`src/isfd_pkg.sv`:
```
// ----------------------------------------------------------------------------
// isfd_pkg
// Shared types and constants of the IMU serial frame decoder: frame layout,
// type codes, result kinds and the fixed-point scaling constants.
// ----------------------------------------------------------------------------
package isfd_pkg;

    // frame layout
    localparam int ISFD_POS_W      = 4;
    localparam int ISFD_LAST_POS   = 10;   // position of the checksum byte
    localparam int ISFD_STORE_LO   = 1;    // first stored byte (type)
    localparam int ISFD_STORE_HI   = 9;    // last stored byte (high byte of word 3)
    localparam int ISFD_NUM_WORDS  = 4;
    localparam int ISFD_NUM_AXES   = 3;

    // configuration port
    localparam int          ISFD_ADDR_W       = 3;
    localparam int          ISFD_DATA_W       = 32;
    localparam logic        ISFD_REG_HEADER   = 1'b0;   // paddr[2] of header_value
    localparam logic [7:0]  ISFD_HEADER_RESET = 8'h55;

    // frame type codes
    localparam logic [7:0] ISFD_TYPE_ACCEL = 8'h51;
    localparam logic [7:0] ISFD_TYPE_RATE  = 8'h52;
    localparam logic [7:0] ISFD_TYPE_ANGLE = 8'h53;

    // widths of the data path
    localparam int ISFD_AXIS_W = 20;
    localparam int ISFD_TEMP_W = 10;
    localparam int ISFD_MAG_W  = 16;
    localparam int ISFD_NUM_W  = 23;   // 2*mag*num + den, up to 8192008
    localparam int ISFD_TPROD_W = 32;

    // rounding: q = (2*mag*num + den) / (2*den)
    localparam int ISFD_ACCEL_NUM2 = 98;    // 2 * 49
    localparam int ISFD_ACCEL_DEN  = 40;
    localparam int ISFD_RATE_NUM2  = 250;   // 2 * 125
    localparam int ISFD_RATE_DEN   = 8;
    localparam int ISFD_ANGLE_NUM2 = 90;    // 2 * 45
    localparam int ISFD_ANGLE_DEN  = 32;

    // acceleration: /80 = shift by 4 then divide by 5 by reciprocal
    localparam int ISFD_ACCEL_SHIFT = 4;
    localparam int ISFD_DIV5_RECIP  = 209716;   // ceil(2^20 / 5)
    localparam int ISFD_DIV5_SHIFT  = 20;
    localparam int ISFD_RATE_SHIFT  = 4;        // /16
    localparam int ISFD_ANGLE_SHIFT = 6;        // /64

    // temperature: magnitude / 100 by reciprocal
    localparam int ISFD_DIV100_RECIP = 41944;   // ceil(2^22 / 100)
    localparam int ISFD_DIV100_SHIFT = 22;

    // result kinds
    typedef enum logic [1:0] {
        KIND_ACCEL = 2'd0,
        KIND_RATE  = 2'd1,
        KIND_ANGLE = 2'd2
    } kind_t;

    // complete, checked frame handed to the scaler
    typedef struct packed {
        kind_t                                kind;
        logic [ISFD_NUM_WORDS-1:0][15:0]      words;
    } frame_t;

    // intermediate products between the two scaler stages
    typedef struct packed {
        kind_t                                kind;
        logic [ISFD_NUM_AXES-1:0]             neg;
        logic [ISFD_NUM_AXES-1:0][ISFD_NUM_W-1:0] num;
        logic                                 tneg;
        logic [ISFD_TPROD_W-1:0]              tprod;
    } prod_t;

endpackage

```
`src/isfd_collector.sv`:
```
// ----------------------------------------------------------------------------
// isfd_collector
// Hunts for the header byte, collects an 11-byte frame by length, keeps the
// running 8-bit sum and hands a checked frame of known type to the scaler.
// ----------------------------------------------------------------------------
module isfd_collector (
    input  logic                 clk,
    input  logic                 rst_n,
    input  logic [7:0]           header_value,
    input  logic [7:0]           rx_byte,
    input  logic                 in_valid,
    output logic                 in_ready,
    output isfd_pkg::frame_t     frm,
    output logic                 frm_valid,
    input  logic                 frm_ready
);
    import isfd_pkg::*;

    logic [ISFD_POS_W-1:0] pos_reg, pos_next;
    logic [7:0]            sum_reg, sum_next;
    logic [7:0]            store_reg [ISFD_STORE_LO:ISFD_STORE_HI];
    logic                  frm_valid_reg;
    frame_t                frm_reg;
    logic                  in_fire;
    logic                  frm_load;
    logic                  kind_known;
    kind_t                 kind_dec;

    // a byte is taken whenever the frame register can hold a possible result
    assign in_ready = !frm_valid_reg || frm_ready;
    assign in_fire  = in_valid && in_ready;

    // type byte decode
    always_comb
    begin
        kind_known = 1'b1;
        kind_dec   = KIND_ACCEL;
        case (store_reg[ISFD_STORE_LO])
            ISFD_TYPE_ACCEL: kind_dec = KIND_ACCEL;
            ISFD_TYPE_RATE:  kind_dec = KIND_RATE;
            ISFD_TYPE_ANGLE: kind_dec = KIND_ANGLE;
            default:         kind_known = 1'b0;
        endcase
    end

    // framing: hunt, collect, check
    always_comb
    begin
        pos_next = pos_reg;
        sum_next = sum_reg;
        frm_load = 1'b0;
        if (in_fire)
        begin
            priority if (pos_reg == '0 || pos_reg > ISFD_POS_W'(ISFD_LAST_POS))
            begin
                pos_next = '0;
                if (rx_byte == header_value)
                begin
                    sum_next = rx_byte;
                    pos_next = ISFD_POS_W'(1);
                end
            end
            else if (pos_reg < ISFD_POS_W'(ISFD_LAST_POS))
            begin
                sum_next = sum_reg + rx_byte;
                pos_next = pos_reg + ISFD_POS_W'(1);
            end
            else
            begin
                pos_next = '0;
                sum_next = '0;
                frm_load = (rx_byte == sum_reg) && kind_known;
            end
        end
    end

    // position and sum
    always_ff @(posedge clk or negedge rst_n)
    begin
        if (!rst_n)
        begin
            pos_reg <= '0;
            sum_reg <= '0;
        end
        else
        begin
            pos_reg <= pos_next;
            sum_reg <= sum_next;
        end
    end

    // frame bytes, each entry written at its own position
    always_ff @(posedge clk)
    begin
        for (int i = ISFD_STORE_LO; i <= ISFD_STORE_HI; i++)
        begin
            if (in_fire && pos_reg == ISFD_POS_W'(i))
                store_reg[i] <= rx_byte;
        end
    end

    // checked frame register
    always_ff @(posedge clk or negedge rst_n)
    begin
        if (!rst_n)
            frm_valid_reg <= 1'b0;
        else if (frm_load)
            frm_valid_reg <= 1'b1;
        else if (frm_ready)
            frm_valid_reg <= 1'b0;
    end

    always_ff @(posedge clk)
    begin
        if (frm_load)
        begin
            frm_reg.kind <= kind_dec;
            for (int w = 0; w < ISFD_NUM_WORDS; w++)
                frm_reg.words[w] <= {store_reg[2*w + 3], store_reg[2*w + 2]};
        end
    end

    assign frm       = frm_reg;
    assign frm_valid = frm_valid_reg;

    // position stays inside the frame
    a_pos_range: assert property (@(posedge clk) disable iff (!rst_n)
        pos_reg <= ISFD_POS_W'(ISFD_LAST_POS))
        else $error("byte position left the frame");

    // a frame only comes out of a checksum byte
    a_frame_origin: assert property (@(posedge clk) disable iff (!rst_n)
        $rose(frm_valid_reg) |-> $past(pos_reg) == ISFD_POS_W'(ISFD_LAST_POS))
        else $error("frame emitted away from the checksum byte");

    // after the checksum byte the block hunts again
    a_rehunt: assert property (@(posedge clk) disable iff (!rst_n)
        (in_fire && pos_reg == ISFD_POS_W'(ISFD_LAST_POS)) |=> pos_reg == '0)
        else $error("no return to hunting after checksum");

endmodule

```
`src/isfd_scaler.sv`:
```
// ----------------------------------------------------------------------------
// isfd_scaler
// Two pipeline stages turning a checked frame into Q.8 axis values with
// round-to-nearest and a truncated temperature, then the result register.
// ----------------------------------------------------------------------------
module isfd_scaler (
    input  logic                                  clk,
    input  logic                                  rst_n,
    input  isfd_pkg::frame_t                      frm,
    input  logic                                  frm_valid,
    output logic                                  frm_ready,
    output logic [1:0]                            frame_kind,
    output logic signed [isfd_pkg::ISFD_AXIS_W-1:0] axis_x,
    output logic signed [isfd_pkg::ISFD_AXIS_W-1:0] axis_y,
    output logic signed [isfd_pkg::ISFD_AXIS_W-1:0] axis_z,
    output logic signed [isfd_pkg::ISFD_TEMP_W-1:0] temperature,
    output logic                                  out_valid,
    input  logic                                  out_ready
);
    import isfd_pkg::*;

    localparam int DIV5_PROD_W = (ISFD_NUM_W - ISFD_ACCEL_SHIFT) + 18;

    prod_t                    prod_next, prod_reg;
    logic                     s1_valid_reg;
    logic                     s1_ready;
    logic                     out_valid_reg;
    kind_t                    kind_reg;
    logic [ISFD_NUM_AXES-1:0][ISFD_AXIS_W-1:0] axis_next, axis_reg;
    logic [ISFD_TEMP_W-1:0]   temp_next, temp_reg;

    // stage handshakes
    assign s1_ready  = !out_valid_reg || out_ready;
    assign frm_ready = !s1_valid_reg || s1_ready;

    // stage 1: magnitudes and rounded numerators
    always_comb
    begin
        logic [ISFD_MAG_W-1:0] mag;
        logic [ISFD_MAG_W-1:0] tmag;
        mag  = '0;
        tmag = '0;
        prod_next.kind = frm.kind;
        for (int a = 0; a < ISFD_NUM_AXES; a++)
        begin
            prod_next.neg[a] = frm.words[a][15];
            mag = frm.words[a][15] ? (~frm.words[a] + 16'd1) : frm.words[a];
            unique case (frm.kind)
                KIND_ACCEL:
                    prod_next.num[a] = ISFD_NUM_W'(mag) * ISFD_NUM_W'(ISFD_ACCEL_NUM2)
                                       + ISFD_NUM_W'(ISFD_ACCEL_DEN);
                KIND_RATE:
                    prod_next.num[a] = ISFD_NUM_W'(mag) * ISFD_NUM_W'(ISFD_RATE_NUM2)
                                       + ISFD_NUM_W'(ISFD_RATE_DEN);
                KIND_ANGLE:
                    prod_next.num[a] = ISFD_NUM_W'(mag) * ISFD_NUM_W'(ISFD_ANGLE_NUM2)
                                       + ISFD_NUM_W'(ISFD_ANGLE_DEN);
                default:
                    prod_next.num[a] = '0;
            endcase
        end
        // temperature magnitude times reciprocal of 100
        prod_next.tneg  = frm.words[3][15];
        tmag            = frm.words[3][15] ? (~frm.words[3] + 16'd1) : frm.words[3];
        prod_next.tprod = ISFD_TPROD_W'(tmag) * ISFD_TPROD_W'(ISFD_DIV100_RECIP);
    end

    always_ff @(posedge clk or negedge rst_n)
    begin
        if (!rst_n)
            s1_valid_reg <= 1'b0;
        else if (frm_ready)
            s1_valid_reg <= frm_valid;
    end

    always_ff @(posedge clk)
    begin
        if (frm_ready && frm_valid)
            prod_reg <= prod_next;
    end

    // stage 2: divide by the rounding denominator, restore sign
    always_comb
    begin
        logic [DIV5_PROD_W-1:0]   dprod;
        logic [ISFD_AXIS_W-1:0]   q;
        logic [ISFD_TEMP_W-1:0]   tq;
        dprod = '0;
        q     = '0;
        for (int a = 0; a < ISFD_NUM_AXES; a++)
        begin
            dprod = '0;
            unique case (prod_reg.kind)
                KIND_ACCEL:
                begin
                    dprod = DIV5_PROD_W'(prod_reg.num[a][ISFD_NUM_W-1:ISFD_ACCEL_SHIFT])
                            * DIV5_PROD_W'(ISFD_DIV5_RECIP);
                    q = ISFD_AXIS_W'(dprod >> ISFD_DIV5_SHIFT);
                end
                KIND_RATE:
                    q = ISFD_AXIS_W'(prod_reg.num[a] >> ISFD_RATE_SHIFT);
                KIND_ANGLE:
                    q = ISFD_AXIS_W'(prod_reg.num[a] >> ISFD_ANGLE_SHIFT);
                default:
                    q = '0;
            endcase
            axis_next[a] = prod_reg.neg[a] ? (~q + ISFD_AXIS_W'(1)) : q;
        end
        tq = ISFD_TEMP_W'(prod_reg.tprod >> ISFD_DIV100_SHIFT);
        if (prod_reg.kind == KIND_ANGLE)
            temp_next = prod_reg.tneg ? (~tq + ISFD_TEMP_W'(1)) : tq;
        else
            temp_next = '0;
    end

    // result register
    always_ff @(posedge clk or negedge rst_n)
    begin
        if (!rst_n)
            out_valid_reg <= 1'b0;
        else if (s1_ready)
            out_valid_reg <= s1_valid_reg;
    end

    always_ff @(posedge clk)
    begin
        if (s1_ready && s1_valid_reg)
        begin
            kind_reg <= prod_reg.kind;
            axis_reg <= axis_next;
            temp_reg <= temp_next;
        end
    end

    assign frame_kind  = kind_reg;
    assign axis_x      = axis_reg[0];
    assign axis_y      = axis_reg[1];
    assign axis_z      = axis_reg[2];
    assign temperature = temp_reg;
    assign out_valid   = out_valid_reg;

    // temperature is only carried by angle frames
    a_temp_kind: assert property (@(posedge clk) disable iff (!rst_n)
        (out_valid_reg && kind_reg != KIND_ANGLE) |-> temp_reg == '0)
        else $error("temperature set on a non-angle result");

endmodule

```
`src/imu_serial_frame_decoder.sv`:
```
// ----------------------------------------------------------------------------
// imu_serial_frame_decoder
// Byte-stream decoder for 11-byte IMU frames with an APB header register.
// ----------------------------------------------------------------------------
// One received byte is taken per clock on the in_valid/in_ready channel, and
// in_ready stays high unless a finished result is stalled all the way back
// through the pipeline. Frames are delimited by length: a byte equal to
// header_value starts one, ten more bytes follow, and a header value inside a
// frame is plain data. A frame whose 8-bit checksum matches and whose type is
// 0x51, 0x52 or 0x53 yields one transaction on out_valid/out_ready, presented
// after it passes the frame register (loaded at the edge that takes its
// checksum byte), the product stage and the result register; anything else
// yields nothing. Axis values are signed Q.8 rounded to nearest with ties
// away from zero; temperature is the raw word divided by 100 toward zero for
// angle frames, and zero for the other kinds. header_value (address 0,
// reset 0x55) should be written only while no frame is in flight.
// ----------------------------------------------------------------------------
module imu_serial_frame_decoder (
    input  logic                                   clk,
    input  logic                                   rst_n,
    // configuration
    input  logic                                   psel,
    input  logic                                   penable,
    input  logic                                   pwrite,
    input  logic [isfd_pkg::ISFD_ADDR_W-1:0]       paddr,
    input  logic [isfd_pkg::ISFD_DATA_W-1:0]       pwdata,
    output logic [isfd_pkg::ISFD_DATA_W-1:0]       prdata,
    output logic                                   pready,
    // received bytes
    input  logic [7:0]                             rx_byte,
    input  logic                                   in_valid,
    output logic                                   in_ready,
    // decoded results
    output logic [1:0]                             frame_kind,
    output logic signed [isfd_pkg::ISFD_AXIS_W-1:0] axis_x,
    output logic signed [isfd_pkg::ISFD_AXIS_W-1:0] axis_y,
    output logic signed [isfd_pkg::ISFD_AXIS_W-1:0] axis_z,
    output logic signed [isfd_pkg::ISFD_TEMP_W-1:0] temperature,
    output logic                                   out_valid,
    input  logic                                   out_ready
);
    import isfd_pkg::*;

    logic [7:0] header_reg;
    logic       cfg_write;
    frame_t     frm;
    logic       frm_valid;
    logic       frm_ready;

    // header register
    assign pready    = 1'b1;
    assign cfg_write = psel && penable && pwrite && pready;

    always_ff @(posedge clk or negedge rst_n)
    begin
        if (!rst_n)
            header_reg <= ISFD_HEADER_RESET;
        else if (cfg_write && paddr[2] == ISFD_REG_HEADER)
            header_reg <= pwdata[7:0];
    end

    // read back
    always_comb
    begin
        if (paddr[2] == ISFD_REG_HEADER)
            prdata = ISFD_DATA_W'(header_reg);
        else
            prdata = '0;
    end

    // framing
    isfd_collector u_collector (
        .clk          (clk),
        .rst_n        (rst_n),
        .header_value (header_reg),
        .rx_byte      (rx_byte),
        .in_valid     (in_valid),
        .in_ready     (in_ready),
        .frm          (frm),
        .frm_valid    (frm_valid),
        .frm_ready    (frm_ready)
    );

    // scaling and result register
    isfd_scaler u_scaler (
        .clk         (clk),
        .rst_n       (rst_n),
        .frm         (frm),
        .frm_valid   (frm_valid),
        .frm_ready   (frm_ready),
        .frame_kind  (frame_kind),
        .axis_x      (axis_x),
        .axis_y      (axis_y),
        .axis_z      (axis_z),
        .temperature (temperature),
        .out_valid   (out_valid),
        .out_ready   (out_ready)
    );

endmodule

```
`config.mk`:
```
export PLATFORM = sky130hd
export DESIGN_NAME = imu_serial_frame_decoder
export DESIGN_NICKNAME = d
export VERILOG_FILES = /design/src/isfd_pkg.sv /design/src/isfd_collector.sv /design/src/isfd_scaler.sv /design/src/imu_serial_frame_decoder.sv
export SDC_FILE = /design/constraint.sdc
export NUM_CORES = 2
export LEC_CHECK = 0
export BUFFER_PORTS_ARGS = -buffer_cell sky130_fd_sc_hd__buf_2
export CAP_MARGIN = 40
export CORE_ASPECT_RATIO = 1.5
export CORE_MARGIN = 3
export CORE_UTILIZATION = 50
export DETAILED_ROUTE_END_ITERATION = 8
export PLACE_DENSITY = 0.76
export SETUP_SLACK_MARGIN = 0.05
export SLEW_MARGIN = 20
export SYNTH_ARGS = -nofsm -noshare
export SYNTH_HDL_FRONTEND = slang
export SYNTH_SLANG_ARGS = --single-unit
export TNS_END_PERCENT = 1
```
`constraint.sdc`:
```
create_clock -name clk -period 9.4 [get_ports clk]
set_clock_uncertainty 0.15 [all_clocks]
set_input_delay 2.82 -clock clk [delete_from_list [all_inputs] [get_ports clk]]
set_output_delay 2.82 -clock clk [all_outputs]
set_load 0.01 [all_outputs]
```
==> results by group <==
Run status
  – Status: finished clean

Timing
  – Final setup viols: 0
  – Final Hold Vio Count: 0
  – Worst-margin pin slew: 0.9165 ns
  – Setup TNS: 0 ns
  – Max-slew headroom: 37.32%
  – Fmax: ~120 MHz
  – Fin crit period: 8.017 ns
  – RSZ-0062 raised after global routing: no
  – Crit share post-route: 85.28%
  – Final Slew Violations: 0

Clock tree
  – Clk root buf: clkbuf_16
  – Reg clk slew, reported paths: 0.06 ns
  – Htree depth: 2
  – Clock Sinks: slightly above 300
  – Total CTS buffers: 34
  – Worst-Skew Late Latency: 0.58 ns
  – # resized after CTS: 0
  – Hold buffers post-CTS: 0
  – Bufs on Longest Clock Path: 3
  – CTS tree: done
  – Post-CTS Setup Bufs: 0

Power and ir drop
  – Maximum VDD drop: 99.20 µV
  – Pwr per Cell Area: 55.23 nW/µm²
  – Leak: 27.96 nW
  – Total Power: 0.003200 W

Route
  – Routed vias: a little over 40000
  – Antenna Nets Post-Route: 0
  – Drt drc: 0
  – Wire per inst: about 18 µm
  – Pre-antenna DRT Iters: 6
  – DRT Wirelength: approximately 130 mm
  – 1st-iter DRT viols: 2138
  – Via density: around 5.7

Synthesis
  – Largest family of logic cells by synthesized area: adder cells
  – Mapped Cells: 5721
  – Sequential area share after synthesis: between 10% and 20%
  – Post-synth cell types: 96
  – Post-synth EDFFs: 283
  – Post-Synth Adder-Cell Area: 43.82%
  – Syn Std Cell Area: 54510 µm²
  – Top_reg_cell synth: edfxtp_1
  – Ys Warns: 0
  – Syn Area/Cell: 9.529 µm²
  – Synth Area in Compound Gates: 12.30%
  – Async S/R FF share, synth: 7.516%
  – Synth Register Bits: 306
  – Post-synthesis xor/xnor area fraction: 7.946%
  – Post-synthesis mux area share: less than 1%
  – Post-synthesis simple-gate area fraction: approximately a tenth

Critical path
  – CP Data Required Time: 9.51 ns
  – Startpoint Class: flip-flop
  – Setup slack, reg-to-reg: ~1.4 ns
  – WP data arrival: 8.12 ns
  – Maximum fanout along the worst path: 9
  – Slowest cell delay on critical path: 0.65 ns
  – Crit path capture type: flip-flop
  – Slowest stage cell, crit path: xor2_1
  – Worst Path Class, Setup: reg -> reg

Die
  – I/O pins: between 150 and 200
  – Die Ht: a little over 400 µm
  – Initial core utilization: 50.66%
  – Chip Width: 275.6 µm
  – Die area: 113100 µm²
  – Core Rows: 147
  – CORE AREA: 107600 µm²

Global route
  – Total track usage: a little under a quarter
  – Remaining Overflow, GRT: 0
  – Vias in the first global route: 43160
  – Initial antenna violation count: 0
  – Largest net degree at the start of global routing: 74
  – First-pass GRT wire length: 213.1 mm

Final layout
  – Commonest non-fill, non-tap cells in the layout: inv_1 (1084), ha_1 (919), fa_1 (619)
  – P&R area growth vs syn: 6.275%
  – Fillers: ~9500
  – Commonest non-fill, non-tap cell in the layout: inv_1
  – Ant diodes: 0
  – Max FFs per register: 73
  – Layout cells sized above 1: between 4 and 5%
  – Nets: 7417

Hold path
  – HP Class: reg -> reg

Placement
  – Gp weighted congestion: 0.9512
  – HPWL Detailed: 111.2 mm
  – Buffers on Ports: 105

Flow run
  – # Max-Cap Violations: 0
==> per-layer routing <==
layer | GRT usage, % | up-vias | share of wire, %
met4 | 10.18 | 0 | 5.0
met3 | 2.186 | 341 | 4.0
li1 | - | 19610 | -
met1 | 26.11 | 20070 | 38
met5 | 0 | - | 0
met2 | 44.21 | 1065 | 53
==> report_power, final <==
group	total [W]	switching [W]	internal [W]	leakage [nW]
registers	0.00159	0.0000421	0.00155	2.83
logic	0.000295	0.000178	0.000117	24.6
clock network	0.00131	0.000555	0.000759	0.526
total	0.00320	0.000775	0.00242	28.0
==> worst paths after layout <==
kind | end | from | depth (start not counted)
max | u_scaler.prod_reg[55] | u_collector.frm[0] | 25
min | u_collector.frm[25] | u_collector.store_reg[5][1] | 0
max reg2reg | u_scaler.prod_reg[55] | u_collector.frm[0] | 25
min reg2reg | u_collector.frm[25] | u_collector.store_reg[5][1] | 0
max in group asynchronous | u_collector.sum_reg[1] | rst_n | 1
min in group asynchronous | header_reg[3] | rst_n | 1
==> cell families after synthesis <==
family / Yosys count
simple gates: 1134
compound gates: 1018
xor+xnor: 493
other cells: 2
buf+inv: 1201
mux: 29
flops: 306
fa+ha+maj: 1538
==> area by class of cell <==
| cell class | count | area (µm²) | share of cell area (%) |
|---|---|---|---|
| well taps | 1415 | 1770 | 3.056 |
| clock buffers | 41 | 877.1 | 1.514 |
| clock inverters | 19 | 210.2 | 0.3628 |
| multi-input cells | 4237 | 40960 | 70.70 |
| flip-flops and latches | 306 | 9079 | 15.67 |
| repair buffers | 162 | 953.4 | 1.646 |
| inverters | 1088 | 4084 | 7.049 |
==> synth_stat cells (91+ instances only) <==
cell / count / area [µm²]
xor2_1: 203 / 1778
ha_1: 919 / 11500
nand2_1: 299 / 1122
fa_1: 619 / 12390
nor2_1: 258 / 968.4
edfxtp_1: 283 / 8498
nor3_1: 91 / 455.4
a21o_1: 98 / 735.7
a21oi_1: 259 / 1296
o21ai_0: 189 / 945.9
nand3_1: 123 / 615.6
xnor2_1: 289 / 2531
inv_1: 1084 / 4069
==> metrics by stage <==
| step | worst slack, ns | util, % | cells | cell area, µm² | hold slack (ns) |
|---|---|---|---|---|---|
| floorplan | 1.376 | - | 5744 | 54610 | 0.2503 |
| global placement | 1.551 | 52.64 | 7181 | 56640 | 0.2503 |
| detailed placement | 1.394 | 52.77 | 7199 | 56780 | 0.2545 |
| CTS | 1.428 | 53.78 | 7259 | 57870 | 0.2636 |
| global route | 0.7887 | 53.84 | 7268 | 57930 | 0.2697 |
| finish | 1.383 | 53.84 | 7268 | 57930 | 0.2647 |
==> critical path: cells and delay by family, from the launching register on <==
| family | cells | cell delay (ns) |
|---|---|---|
| buf+inv | 3 | 0.20 |
| xor+xnor | 4 | 1.56 |
| flops | 1 | 0.56 |
| simple gates | 5 | 1.54 |
| compound gates | 8 | 1.59 |
| fa+ha+maj | 5 | 2.13 |
(Power assumes the default switching activity.)
